### src/sv/assert_macros.svh
// Assertion macros used by the keyed SipHash controller.
`ifndef ASSERT_MACROS_SVH
`define ASSERT_MACROS_SVH

// Plain property checked at every rising clock edge outside reset.
`define KSH_ASSERT(lbl, expr, msg) \
    lbl: assert property (@(posedge clk) disable iff (!rst_n) (expr)) else $error(msg);

// Same-cycle implication.
`define KSH_ASSERT_IMPL(lbl, ante, cons, msg) \
    lbl: assert property (@(posedge clk) disable iff (!rst_n) (ante) |-> (cons)) \
        else $error(msg);

// Implication with a delayed consequent.
`define KSH_ASSERT_DELAY2(lbl, ante, cons, msg) \
    lbl: assert property (@(posedge clk) disable iff (!rst_n) (ante) |-> ##2 (cons)) \
        else $error(msg);

`endif

### src/sv/ksh_pkg.sv
// Shared types and constants of the keyed SipHash-2-4 block.
package ksh_pkg;

    // SipHash initialization constants.
    localparam logic [63:0] SIP_C0 = 64'h736f6d6570736575;
    localparam logic [63:0] SIP_C1 = 64'h646f72616e646f6d;
    localparam logic [63:0] SIP_C2 = 64'h6c7967656e657261;
    localparam logic [63:0] SIP_C3 = 64'h7465646279746573;
    localparam logic [63:0] FIN_MARK = 64'h00000000000000ff;

    // Number of finalization rounds.
    localparam int FIN_ROUNDS = 4;

    // Datapath operations issued by the controller.
    typedef enum logic [2:0] {
        OP_NONE,
        OP_LOAD,
        OP_ROUND,
        OP_END,
        OP_END_PAD,
        OP_END_FIN,
        OP_LAST
    } ksh_op_t;

    // Command from controller to datapath.
    typedef struct packed {
        ksh_op_t op;
    } ksh_cmd_t;

    // Status from datapath to controller.
    typedef struct packed {
        logic in_full;
        logic out_busy;
    } ksh_status_t;

    // The four 64-bit hash lanes.
    typedef struct packed {
        logic [63:0] a;
        logic [63:0] b;
        logic [63:0] c;
        logic [63:0] d;
    } ksh_lanes_t;

endpackage

### src/sv/ksh_datapath.sv
// Datapath of the keyed SipHash block: key, lanes, one SipRound unit and result register.
module ksh_datapath (
    input  logic                clk,
    input  logic                rst_n,
    input  logic                cfg_we,
    input  logic                cfg_index,
    input  logic [63:0]         cfg_data,
    input  logic [63:0]         message_word,
    input  logic [3:0]          valid_bytes,
    input  logic                final_word,
    input  ksh_pkg::ksh_cmd_t   cmd,
    input  logic                m_tready,
    output ksh_pkg::ksh_status_t status,
    output logic [63:0]         hash_value,
    output logic                out_valid
);
    import ksh_pkg::*;

    localparam logic KEY_LOW_IDX  = 1'b0;

    logic [63:0] key_low_reg;
    logic [63:0] key_high_reg;
    ksh_lanes_t  lanes_reg;
    ksh_lanes_t  lanes_next;
    logic [7:0]  length_reg;
    logic [7:0]  length_next;
    logic        mid_reg;
    logic        mid_next;
    logic [63:0] m_reg;
    logic [63:0] m_next;
    logic [63:0] pad_reg;
    logic [63:0] pad_next;
    logic [63:0] hash_reg;
    logic [63:0] hash_next;
    logic        out_valid_reg;
    logic        out_valid_next;

    logic [3:0]  count_sat;
    logic        in_full;
    logic [7:0]  len_base;
    logic [7:0]  len_add;
    logic [7:0]  len_new;
    logic [63:0] tail_mask;
    logic [63:0] tail;
    logic [63:0] pad_block;
    logic [63:0] m_first;
    ksh_lanes_t  base;
    ksh_lanes_t  round_in;
    ksh_lanes_t  round_out;

    function automatic logic [63:0] rotl(input logic [63:0] x, input int s);
        rotl = (x << s) | (x >> (64 - s));
    endfunction

    // One SipRound over all four lanes.
    function automatic ksh_lanes_t sip_round(input ksh_lanes_t v);
        logic [63:0] a;
        logic [63:0] b;
        logic [63:0] c;
        logic [63:0] d;
        a = v.a;
        b = v.b;
        c = v.c;
        d = v.d;
        a = a + b;
        b = rotl(b, 13) ^ a;
        a = rotl(a, 32);
        c = c + d;
        d = rotl(d, 16) ^ c;
        a = a + d;
        d = rotl(d, 21) ^ a;
        c = c + b;
        b = rotl(b, 17) ^ c;
        c = rotl(c, 32);
        sip_round = '{a: a, b: b, c: c, d: d};
    endfunction

    // Input decode: byte count, length update and the padded last block.
    always_comb
    begin
        count_sat = (valid_bytes > 4'd8) ? 4'd8 : valid_bytes;
        in_full   = !final_word || (count_sat == 4'd8);
        len_base  = mid_reg ? length_reg : 8'd0;
        len_add   = final_word ? {4'd0, count_sat} : 8'd8;
        len_new   = len_base + len_add;
        for (int i = 0; i < 8; i++)
        begin
            tail_mask[8*i +: 8] = {8{4'(i) < count_sat}};
        end
        tail      = message_word & tail_mask;
        pad_block = {len_new, in_full ? 56'd0 : tail[55:0]};
        m_first   = in_full ? message_word : pad_block;
    end

    // Lane source for a newly accepted item: fresh key load or running state.
    always_comb
    begin
        if (mid_reg)
        begin
            base = lanes_reg;
        end
        else
        begin
            base = '{a: SIP_C0 ^ key_low_reg, b: SIP_C1 ^ key_high_reg,
                     c: SIP_C2 ^ key_low_reg, d: SIP_C3 ^ key_high_reg};
        end
        base.d = base.d ^ m_first;
    end

    assign round_in  = (cmd.op == OP_LOAD) ? base : lanes_reg;
    assign round_out = sip_round(round_in);

    // Next-state selection by command.
    always_comb
    begin
        lanes_next     = lanes_reg;
        length_next    = length_reg;
        mid_next       = mid_reg;
        m_next         = m_reg;
        pad_next       = pad_reg;
        hash_next      = hash_reg;
        out_valid_next = out_valid_reg && !m_tready;
        case (cmd.op)
            OP_LOAD:
            begin
                lanes_next  = round_out;
                length_next = len_new;
                mid_next    = !final_word;
                m_next      = m_first;
                pad_next    = pad_block;
            end
            OP_ROUND:
            begin
                lanes_next = round_out;
            end
            OP_END:
            begin
                lanes_next   = round_out;
                lanes_next.a = round_out.a ^ m_reg;
            end
            OP_END_PAD:
            begin
                lanes_next   = round_out;
                lanes_next.a = round_out.a ^ m_reg;
                lanes_next.d = round_out.d ^ pad_reg;
                m_next       = pad_reg;
            end
            OP_END_FIN:
            begin
                lanes_next   = round_out;
                lanes_next.a = round_out.a ^ m_reg;
                lanes_next.c = round_out.c ^ FIN_MARK;
            end
            OP_LAST:
            begin
                lanes_next     = round_out;
                hash_next      = round_out.a ^ round_out.b ^ round_out.c ^ round_out.d;
                out_valid_next = 1'b1;
            end
            default:
            begin
                lanes_next = lanes_reg;
            end
        endcase
    end

    // Control state and key registers.
    always_ff @(posedge clk or negedge rst_n)
    begin
        if (!rst_n)
        begin
            key_low_reg   <= 64'd0;
            key_high_reg  <= 64'd0;
            mid_reg       <= 1'b0;
            out_valid_reg <= 1'b0;
        end
        else
        begin
            if (cfg_we)
            begin
                if (cfg_index == KEY_LOW_IDX)
                begin
                    key_low_reg <= cfg_data;
                end
                else
                begin
                    key_high_reg <= cfg_data;
                end
            end
            mid_reg       <= mid_next;
            out_valid_reg <= out_valid_next;
        end
    end

    // Payload registers.
    always_ff @(posedge clk)
    begin
        lanes_reg  <= lanes_next;
        length_reg <= length_next;
        m_reg      <= m_next;
        pad_reg    <= pad_next;
        hash_reg   <= hash_next;
    end

    assign status.in_full  = in_full;
    assign status.out_busy = out_valid_reg && !m_tready;
    assign hash_value      = hash_reg;
    assign out_valid       = out_valid_reg;

endmodule

### src/sv/ksh_ctrl.sv
// Controller state machine that sequences SipRounds for each item.
`include "assert_macros.svh"

module ksh_ctrl (
    input  logic                 clk,
    input  logic                 rst_n,
    input  logic                 s_tvalid,
    input  logic                 s_tlast,
    input  ksh_pkg::ksh_status_t status,
    output logic                 s_tready,
    output ksh_pkg::ksh_cmd_t    cmd
);
    import ksh_pkg::*;

    typedef enum logic [2:0] {
        S_IDLE,
        S_END,
        S_END_PAD,
        S_PAD_R1,
        S_END_FIN,
        S_FIN
    } state_t;

    localparam logic [1:0] FIN_LAST = 2'(FIN_ROUNDS - 1);

    state_t     state_reg;
    state_t     state_next;
    logic [1:0] fin_cnt_reg;
    logic [1:0] fin_cnt_next;

    // Next state and command.
    always_comb
    begin
        state_next   = state_reg;
        fin_cnt_next = fin_cnt_reg;
        cmd.op       = OP_NONE;
        case (state_reg)
            S_IDLE:
            begin
                if (s_tvalid)
                begin
                    cmd.op = OP_LOAD;
                    if (!s_tlast)
                    begin
                        state_next = S_END;
                    end
                    else if (status.in_full)
                    begin
                        state_next = S_END_PAD;
                    end
                    else
                    begin
                        state_next = S_END_FIN;
                    end
                end
            end
            S_END:
            begin
                cmd.op     = OP_END;
                state_next = S_IDLE;
            end
            S_END_PAD:
            begin
                cmd.op     = OP_END_PAD;
                state_next = S_PAD_R1;
            end
            S_PAD_R1:
            begin
                cmd.op     = OP_ROUND;
                state_next = S_END_FIN;
            end
            S_END_FIN:
            begin
                cmd.op       = OP_END_FIN;
                fin_cnt_next = 2'd0;
                state_next   = S_FIN;
            end
            S_FIN:
            begin
                if (fin_cnt_reg != FIN_LAST)
                begin
                    cmd.op       = OP_ROUND;
                    fin_cnt_next = fin_cnt_reg + 2'd1;
                end
                else if (!status.out_busy)
                begin
                    // The last round waits until the result register is free.
                    cmd.op       = OP_LAST;
                    fin_cnt_next = 2'd0;
                    state_next   = S_IDLE;
                end
            end
            default:
            begin
                state_next = S_IDLE;
            end
        endcase
    end

    // State register.
    always_ff @(posedge clk or negedge rst_n)
    begin
        if (!rst_n)
        begin
            state_reg   <= S_IDLE;
            fin_cnt_reg <= 2'd0;
        end
        else
        begin
            state_reg   <= state_next;
            fin_cnt_reg <= fin_cnt_next;
        end
    end

    assign s_tready = (state_reg == S_IDLE);

    // A pending result is never overwritten.
    `KSH_ASSERT_IMPL(a_no_overwrite, cmd.op == OP_LAST, !status.out_busy, "result overwritten")
    // A full word that is not the last one passes through the LOAD and END steps before the input is ready again.
    `KSH_ASSERT_DELAY2(a_word_rate, s_tvalid && s_tready && !s_tlast, s_tready, "word not done in two cycles")
    // The round counter only runs during finalization.
    `KSH_ASSERT(a_fin_cnt, (fin_cnt_reg == 2'd0) || (state_reg == S_FIN), "round counter stray")

endmodule

### src/sv/keyed_siphash_64.sv
// Top level of the keyed SipHash-2-4 block.
// Keyed SipHash-2-4 over a message sent as 64-bit little-endian words, one word per item;
// s_tlast marks the last word, which may carry 0 to 8 bytes. The key (k0 at index 0,
// k1 at index 1) is sampled at the first word of each message. One SipRound unit runs
// one round per cycle: a non-last word gets its compression rounds, a last word of under
// 8 bytes adds the finalization rounds, and one of 8 bytes first adds a padding block;
// then the hash appears on the master side. The last finalization round waits while an
// earlier result has not been taken, so a held result can stall the last word.
module keyed_siphash_64 (
    input  logic        clk,
    input  logic        rst_n,
    input  logic        cfg_we,
    input  logic        cfg_index,
    input  logic [63:0] cfg_data,
    input  logic        s_tvalid,
    output logic        s_tready,
    input  logic [71:0] s_tdata,   // message_word [63:0], valid_bytes [67:64], zero [71:68]
    input  logic        s_tlast,   // final_word
    output logic        m_tvalid,
    input  logic        m_tready,
    output logic [63:0] m_tdata    // hash_value [63:0]
);
    import ksh_pkg::*;

    ksh_cmd_t    cmd;
    ksh_status_t status;

    ksh_ctrl u_ctrl (
        .clk      (clk),
        .rst_n    (rst_n),
        .s_tvalid (s_tvalid),
        .s_tlast  (s_tlast),
        .status   (status),
        .s_tready (s_tready),
        .cmd      (cmd)
    );

    ksh_datapath u_datapath (
        .clk          (clk),
        .rst_n        (rst_n),
        .cfg_we       (cfg_we),
        .cfg_index    (cfg_index),
        .cfg_data     (cfg_data),
        .message_word (s_tdata[63:0]),
        .valid_bytes  (s_tdata[67:64]),
        .final_word   (s_tlast),
        .cmd          (cmd),
        .m_tready     (m_tready),
        .status       (status),
        .hash_value   (m_tdata),
        .out_valid    (m_tvalid)
    );

endmodule
### config.mk
export PLATFORM = sky130hd
export DESIGN_NAME = keyed_siphash_64
export DESIGN_NICKNAME = d
export VERILOG_FILES = /design/src/sv/ksh_pkg.sv /design/src/sv/ksh_datapath.sv /design/src/sv/ksh_ctrl.sv /design/src/sv/keyed_siphash_64.sv
export VERILOG_INCLUDE_DIRS = /design/src /design/src/sv
export SDC_FILE = /design/constraint.sdc
export NUM_CORES = 2
export LEC_CHECK = 0
export BUFFER_PORTS_ARGS = -buffer_cell sky130_fd_sc_hd__buf_2
export CAP_MARGIN = 0
export CORE_ASPECT_RATIO = 0.7
export CORE_MARGIN = 2
export CORE_UTILIZATION = 40
export DETAILED_ROUTE_END_ITERATION = 12
export SYNTH_ARGS = -nofsm -noshare
export SYNTH_HDL_FRONTEND = slang
export SYNTH_SLANG_ARGS = --single-unit
### constraint.sdc
create_clock -name clk -period 14 [get_ports clk]
set_input_delay 2.8 -clock clk [delete_from_list [all_inputs] [get_ports clk]]
set_output_delay 2.8 -clock clk [all_outputs]
set_load 0.01 [all_outputs]
==> After elaboration in Yosys (flattened, before gate mapping) <==
Index checks and enable logic that the tools add are counted.
{ "op_classes": {"order_cmp": 8, "n_mul": 0, "shift": 0, "eq_ne": 17, "add_sub_neg": 6, "n_div": 0, "bitwise": 23, "n_mux": 23, "n_reduce_logical": 13} }
{ "ops": {"columns": ["cell", "n"], "rows": [
  ["256-bit one-hot mux with 4 select lines", 1],
  ["64-bit XOR", 10],
  ["256-bit 2-to-1 mux", 2],
  ["64-bit adder", 4],
  ["64-bit by 32-bit OR with 64-bit output", 2],
  ["64-bit one-hot mux with 2 select lines", 1],
  ["64-bit 2-to-1 mux", 1],
  ["64-bit by 13-bit OR with 64-bit output", 1],
  ["64-bit by 16-bit OR with 64-bit output", 1],
  ["64-bit by 17-bit OR with 64-bit output", 1],
  ["64-bit by 21-bit OR with 64-bit output", 1],
  ["56-bit AND", 1],
  ["56-bit 2-to-1 mux", 1],
  ["37-bit inverter", 1],
  ["35-bit inverter", 1],
  ["34-bit inverter", 1],
  ["32-bit inverter", 1],
  ["3-bit 2-to-1 mux", 7],
  ["3-bit one-hot mux with 6 select lines", 1],
  ["3-bit == test (second input constant)", 5],
  ["3-bit one-hot mux with 5 select lines", 1],
  ["3-bit by 2-bit == test with 1-bit output (second input constant)", 4],
  ["3-bit by 4-bit less-than comparator with 1-bit output (first input constant)", 3],
  ["8-bit adder", 1],
  ["other kinds (24)", 37]
]} }
{ "totals": {"n_memories": 0, "ram_bits": 0, "reg_bits": 591, "mem_bits_ro": 0, "in_bits": 143, "latchBits": 0} }

==> Depth between registers and ports, before layout <==
{ "logic_depth": {"ltp_word": 15, "depth_mapped": 45, "ltp_nobuf": 34} }

==> Modules after synthesis <==
From an unflattened synthesis, not the netlist that was laid out.
{ "unflattened": {"cells_unflattened": 4696, "area_unflattened_um2": 44582.8} }
{ "modules_own_cells": {"columns": ["mod", "instances", "cells_each", "seq_area_each_um2", "area_each_um2"], "rows": [
  ["ksh_datapath", 1, 4657, 16706.0, 44244.9],
  ["ksh_ctrl", 1, 39, 125.1, 337.8]
]} }

==> Worst setup path after synthesis <==
OpenSTA, ideal clock, no wires.
{ "synth_path": {"path_type": "input -> register", "from": "in m_tready", "to": "reg u_datapath.lanes_reg[0] (netlist bit) (enable)", "setup_time_ns": 0.959, "cell_stages": 4, "setup_slack_ns": -2.277, "n_path_buf": 0, "t_arrival_ns": 15.319, "required_time_ns": 13.041, "path_cell_list": "nor2b_1 > nand2_1 > o21ai_0 > a21oi_1"} }
{ "synth_via": {"elab_chain_cells": 8, "word_cells_on_any_way": 13} }
{ "synth_rtl": {"columns": ["item", "line", "text"], "rows": [
  ["start: declaration", "keyed_siphash_64.sv:20", "input logic m_tready,"],
  ["1-bit zero test (*)", "ksh_datapath.sv:206", "assign status.out_busy = out_valid_reg && !m_tready;"],
  ["1-bit logical AND (*)", "ksh_datapath.sv:206", null],
  ["3-bit 2-to-1 mux (*)", "ksh_ctrl.sv:85", "else if (!status.out_busy)"],
  ["3-bit 2-to-1 mux (*)", "ksh_ctrl.sv:80", "if (fin_cnt_reg != FIN_LAST)"],
  ["3-bit one-hot mux with 6 select lines (*)", "ksh_ctrl.sv:37", "case (state_reg)"],
  ["3-bit by 2-bit == test with 1-bit output (tied with other cells)", "ksh_datapath.sv:123", "case (cmd.op)"],
  ["3-bit OR reduction (no source line)", null, null],
  ["4-bit nonzero test (no source line) (*)", null, null],
  ["end signal: assignment", "ksh_datapath.sv:198", "lanes_reg <= lanes_next;"],
  ["end: declaration", "ksh_datapath.sv:23", "ksh_lanes_t lanes_reg;"]
]} }
Mark *: on every way between the ends. The rest lies on a longest branch, timed or not.
A chain may end at the register's enable or synchronous reset.

==> results.yml <==
synthesis:
  synth_top_cells_by_area: "edfxtp_1, xnor2_1, dfrtp_1"
  compound_gate_fraction_of_synth_area_pct: 17.8
  syn_inst: 4783
  netlist.area_leader.share_pct: 29.6
  synthesized_nets: 5180
  synth-seq-cells: 583
  synth_top_family_by_area: "compound AO/OA/AOI/OAI gates"
  synth_top_flop_cell: "edfxtp_1"
  synthesis.area_per_instance_sq_um: 9.51
  post_synth_and_or_nand_nor_area_fraction_pct: 12.5
  synth_cell_types: 112
  synthXorXnorAreaFrac_pct: 17.4
  synth_top_cells_by_count: "nand2_1, xnor2_1, edfxtp_1"
  fraction_of_synthesis_flops_using_an_asynchronous_set_or_reset_pin_pct: 23.2
  synth.cell_area_sq_um: 45500
  synth_adder_area_share_pct: 7.14
  synth-warning-count: 0
  synth_enable_flop_cells: 448
  yosys.area.top_type: "edfxtp_1"
  synth.most_common_cell: "nand2_1"
  ys_seq_area_share_pct: 37.0
  multiplexer_fraction_of_the_synthesized_cell_area_pct: 5.02
timing:
  setup-tns-final_ps: 0
  worst_margin_pin_slew_ps: 1660
  slew_violations: 6
  skew_ps: 34.9
  achievable-frequency_mhz: 81.7
  grt_setup_unrepaired: "no"
  worst_slew_margin_rel_pct: -11.4
  period_needed_ps: 12240
  final.hold.worst_slack_ps: 513
  fin_crit_sh_pct: 87.4
  final_hold_viol_count: 0
  setup_viol: 0
detailed_routing:
  routed_wirelength_mm: 256
  drcViolationCount: 0
  starting_drt_drc_count: 6379
  via_count: 42349
  antenna_violating_nets_post_route: 0
  post_drt_via_cell_ratio: 6.20
  wl_per_cell_microns: 37.5
  drt_pre_antenna_iters: 6
setup_path:
  max_fo_critical_path: 58
  crit_type: "input port to flip-flop"
  timing.critical_path.arrival_ps: 12660
  max_stage_delay_ps: 740
  crit_buf_inv: 8
  cp_data_required_time_ps: 14410
  timing.critical_path.mode_cell: "buf_4"
  worst_setup_sp_type: "input port"
  worst_r2r_path_depth: 28
  crit_family: "compound AO/OA/AOI/OAI gates"
  endpoint_class_of_the_critical_path: "flip-flop"
  cp_slowest_cell: "a2111oi_0"
  cp.depth: 37
die:
  floorplan.core_area_sq_um: 113000
  floorplan.initialDensity_pct: 40.4
  top_level_ports: 209
  design.die.area_sq_um: 117000
  die_height_microns: 286
  die_w_microns: 407
  core.rowCount: 103
outcome:
  outcome: "finished, violations left"
  violations_in_the_final_reports: "max-capacitance violations, max-slew violations"
hold_path:
  timing.hold.worst_path_depth: 1
  hp-class: "flip-flop to flip-flop"
place:
  io_buffer_count: 204
  hpwlAfterDp_mm: 213
  detailed_place.area_sq_um: 50900
  finalWeightedCongestion: 1.09
clock_tree:
  cts_hold_buf: 0
  numClockSinks: 583
  clkLatencyLatePin_ps: 690
  cts_resized: 0
  clock_tree_from_tritoncts: "yes"
  clock_tree.htree_level_count: 3
  cts_setup_buffers: 0
  numCtsBuffers: 69
  cts-root-buf: "clkbuf_16"
  path_clk_slew_ps: 60
  ctsLongestPathBuffers: 3
global_routing:
  first_global_vias: 38700
  grt_first_pass_wirelength_mm: 337
  grt_use_total_pct: 42.8
  pin_count_of_the_biggest_net_entering_global_routing: 139
  grt_remaining_overflow: 0
  antenna_found_initial: 24
final_layout:
  final_util_pct: 47.2
  fin_nets: 5636
  areaGrowthSynthToFinish_pct: 16.9
  largest_reg_flops: 256
  final_layout_size_suffix_gt1_share_pct: 18.0
  finalInstanceArea_sq_um: 53200
run:
  cap_viol_max_count: 2
==> logic make-up after synthesis <==
family          count (synthesis)
compound gates               1256
xor+xnor                      860
fa+ha+maj                     257
buf+inv                       362
flops                         583
mux                           212
simple gates                 1253
==> cells in the final DEF, fill, tap and decap left out, drive strengths merged, types with 48 or more instances in the layout <==
| cell type | n |
|---|---|
| nand2 | 685 |
| buf | 584 |
| xnor2 | 518 |
| edfxtp | 448 |
| a21oi | 357 |
| xor2 | 324 |
| o21ai | 318 |
| ha | 249 |
| a21o | 193 |
| inv | 171 |
| nor2 | 168 |
| dfrtp | 135 |
| mux2 | 129 |
| clkbuf | 93 |
| mux2i | 83 |
| nand3 | 71 |
| and2 | 55 |
| o22ai | 52 |
| and3 | 51 |
| nand4 | 50 |
| o21a | 48 |
==> layout make-up <==
type,instances,area (sq um)
Inverter,163,619
Clock buffer,93,1930
Antenna cell,14,35.0
Fill cell,10915,59600
Clock inverter,33,310
Multi-Input combinational cell,3838,27600
Tap cell,1522,1900
Timing Repair Buffer,584,3930
Sequential cell,583,16800
==> through the flow <==
stage          instances  worst slack [ps]
5_1_grt             6817              1560
6_report            6830              1760
2_1_floorplan       4783              1740
3_3_place_gp        6690              1560
3_5_place_dp        6690              1480
4_1_cts             6816              2170
==> path summary, 6_finish.rpt <==
check	start	end	slack (ps)
setup / recovery	s_tvalid	u_datapath.lanes_reg[255]$_DFFE_PP_	1760
hold / removal	u_datapath.key_low_reg[19]$_DFFE_PN0P_	u_datapath.key_low_reg[19]$_DFFE_PN0P_	510
setup reg to reg	u_datapath.mid_reg$_DFFE_PN0N_	u_datapath.lanes_reg[255]$_DFFE_PP_	2910
hold reg to reg	u_datapath.key_low_reg[19]$_DFFE_PN0P_	u_datapath.key_low_reg[19]$_DFFE_PN0P_	510
max in group asynchronous	rst_n	u_datapath.key_high_reg[14]$_DFFE_PN0P_	10000
min in group asynchronous	rst_n	u_datapath.key_high_reg[63]$_DFFE_PN0P_	2060
==> routing by layer <==
metal | vias to the layer above | share of wire, % | global-route usage (%)
li1 | 18075 | - | -
met1 | 20984 | 42 | 58.1
met2 | 2720 | 39 | 59.1
met3 | 542 | 13 | 15.7
met4 | 28 | 6.2 | 22.0
met5 | - | 0.31 | 2.65
Power is left out: the tool's default activity adds up to more than one toggle a clock period on the data nets, which glitch-free logic cannot reach.
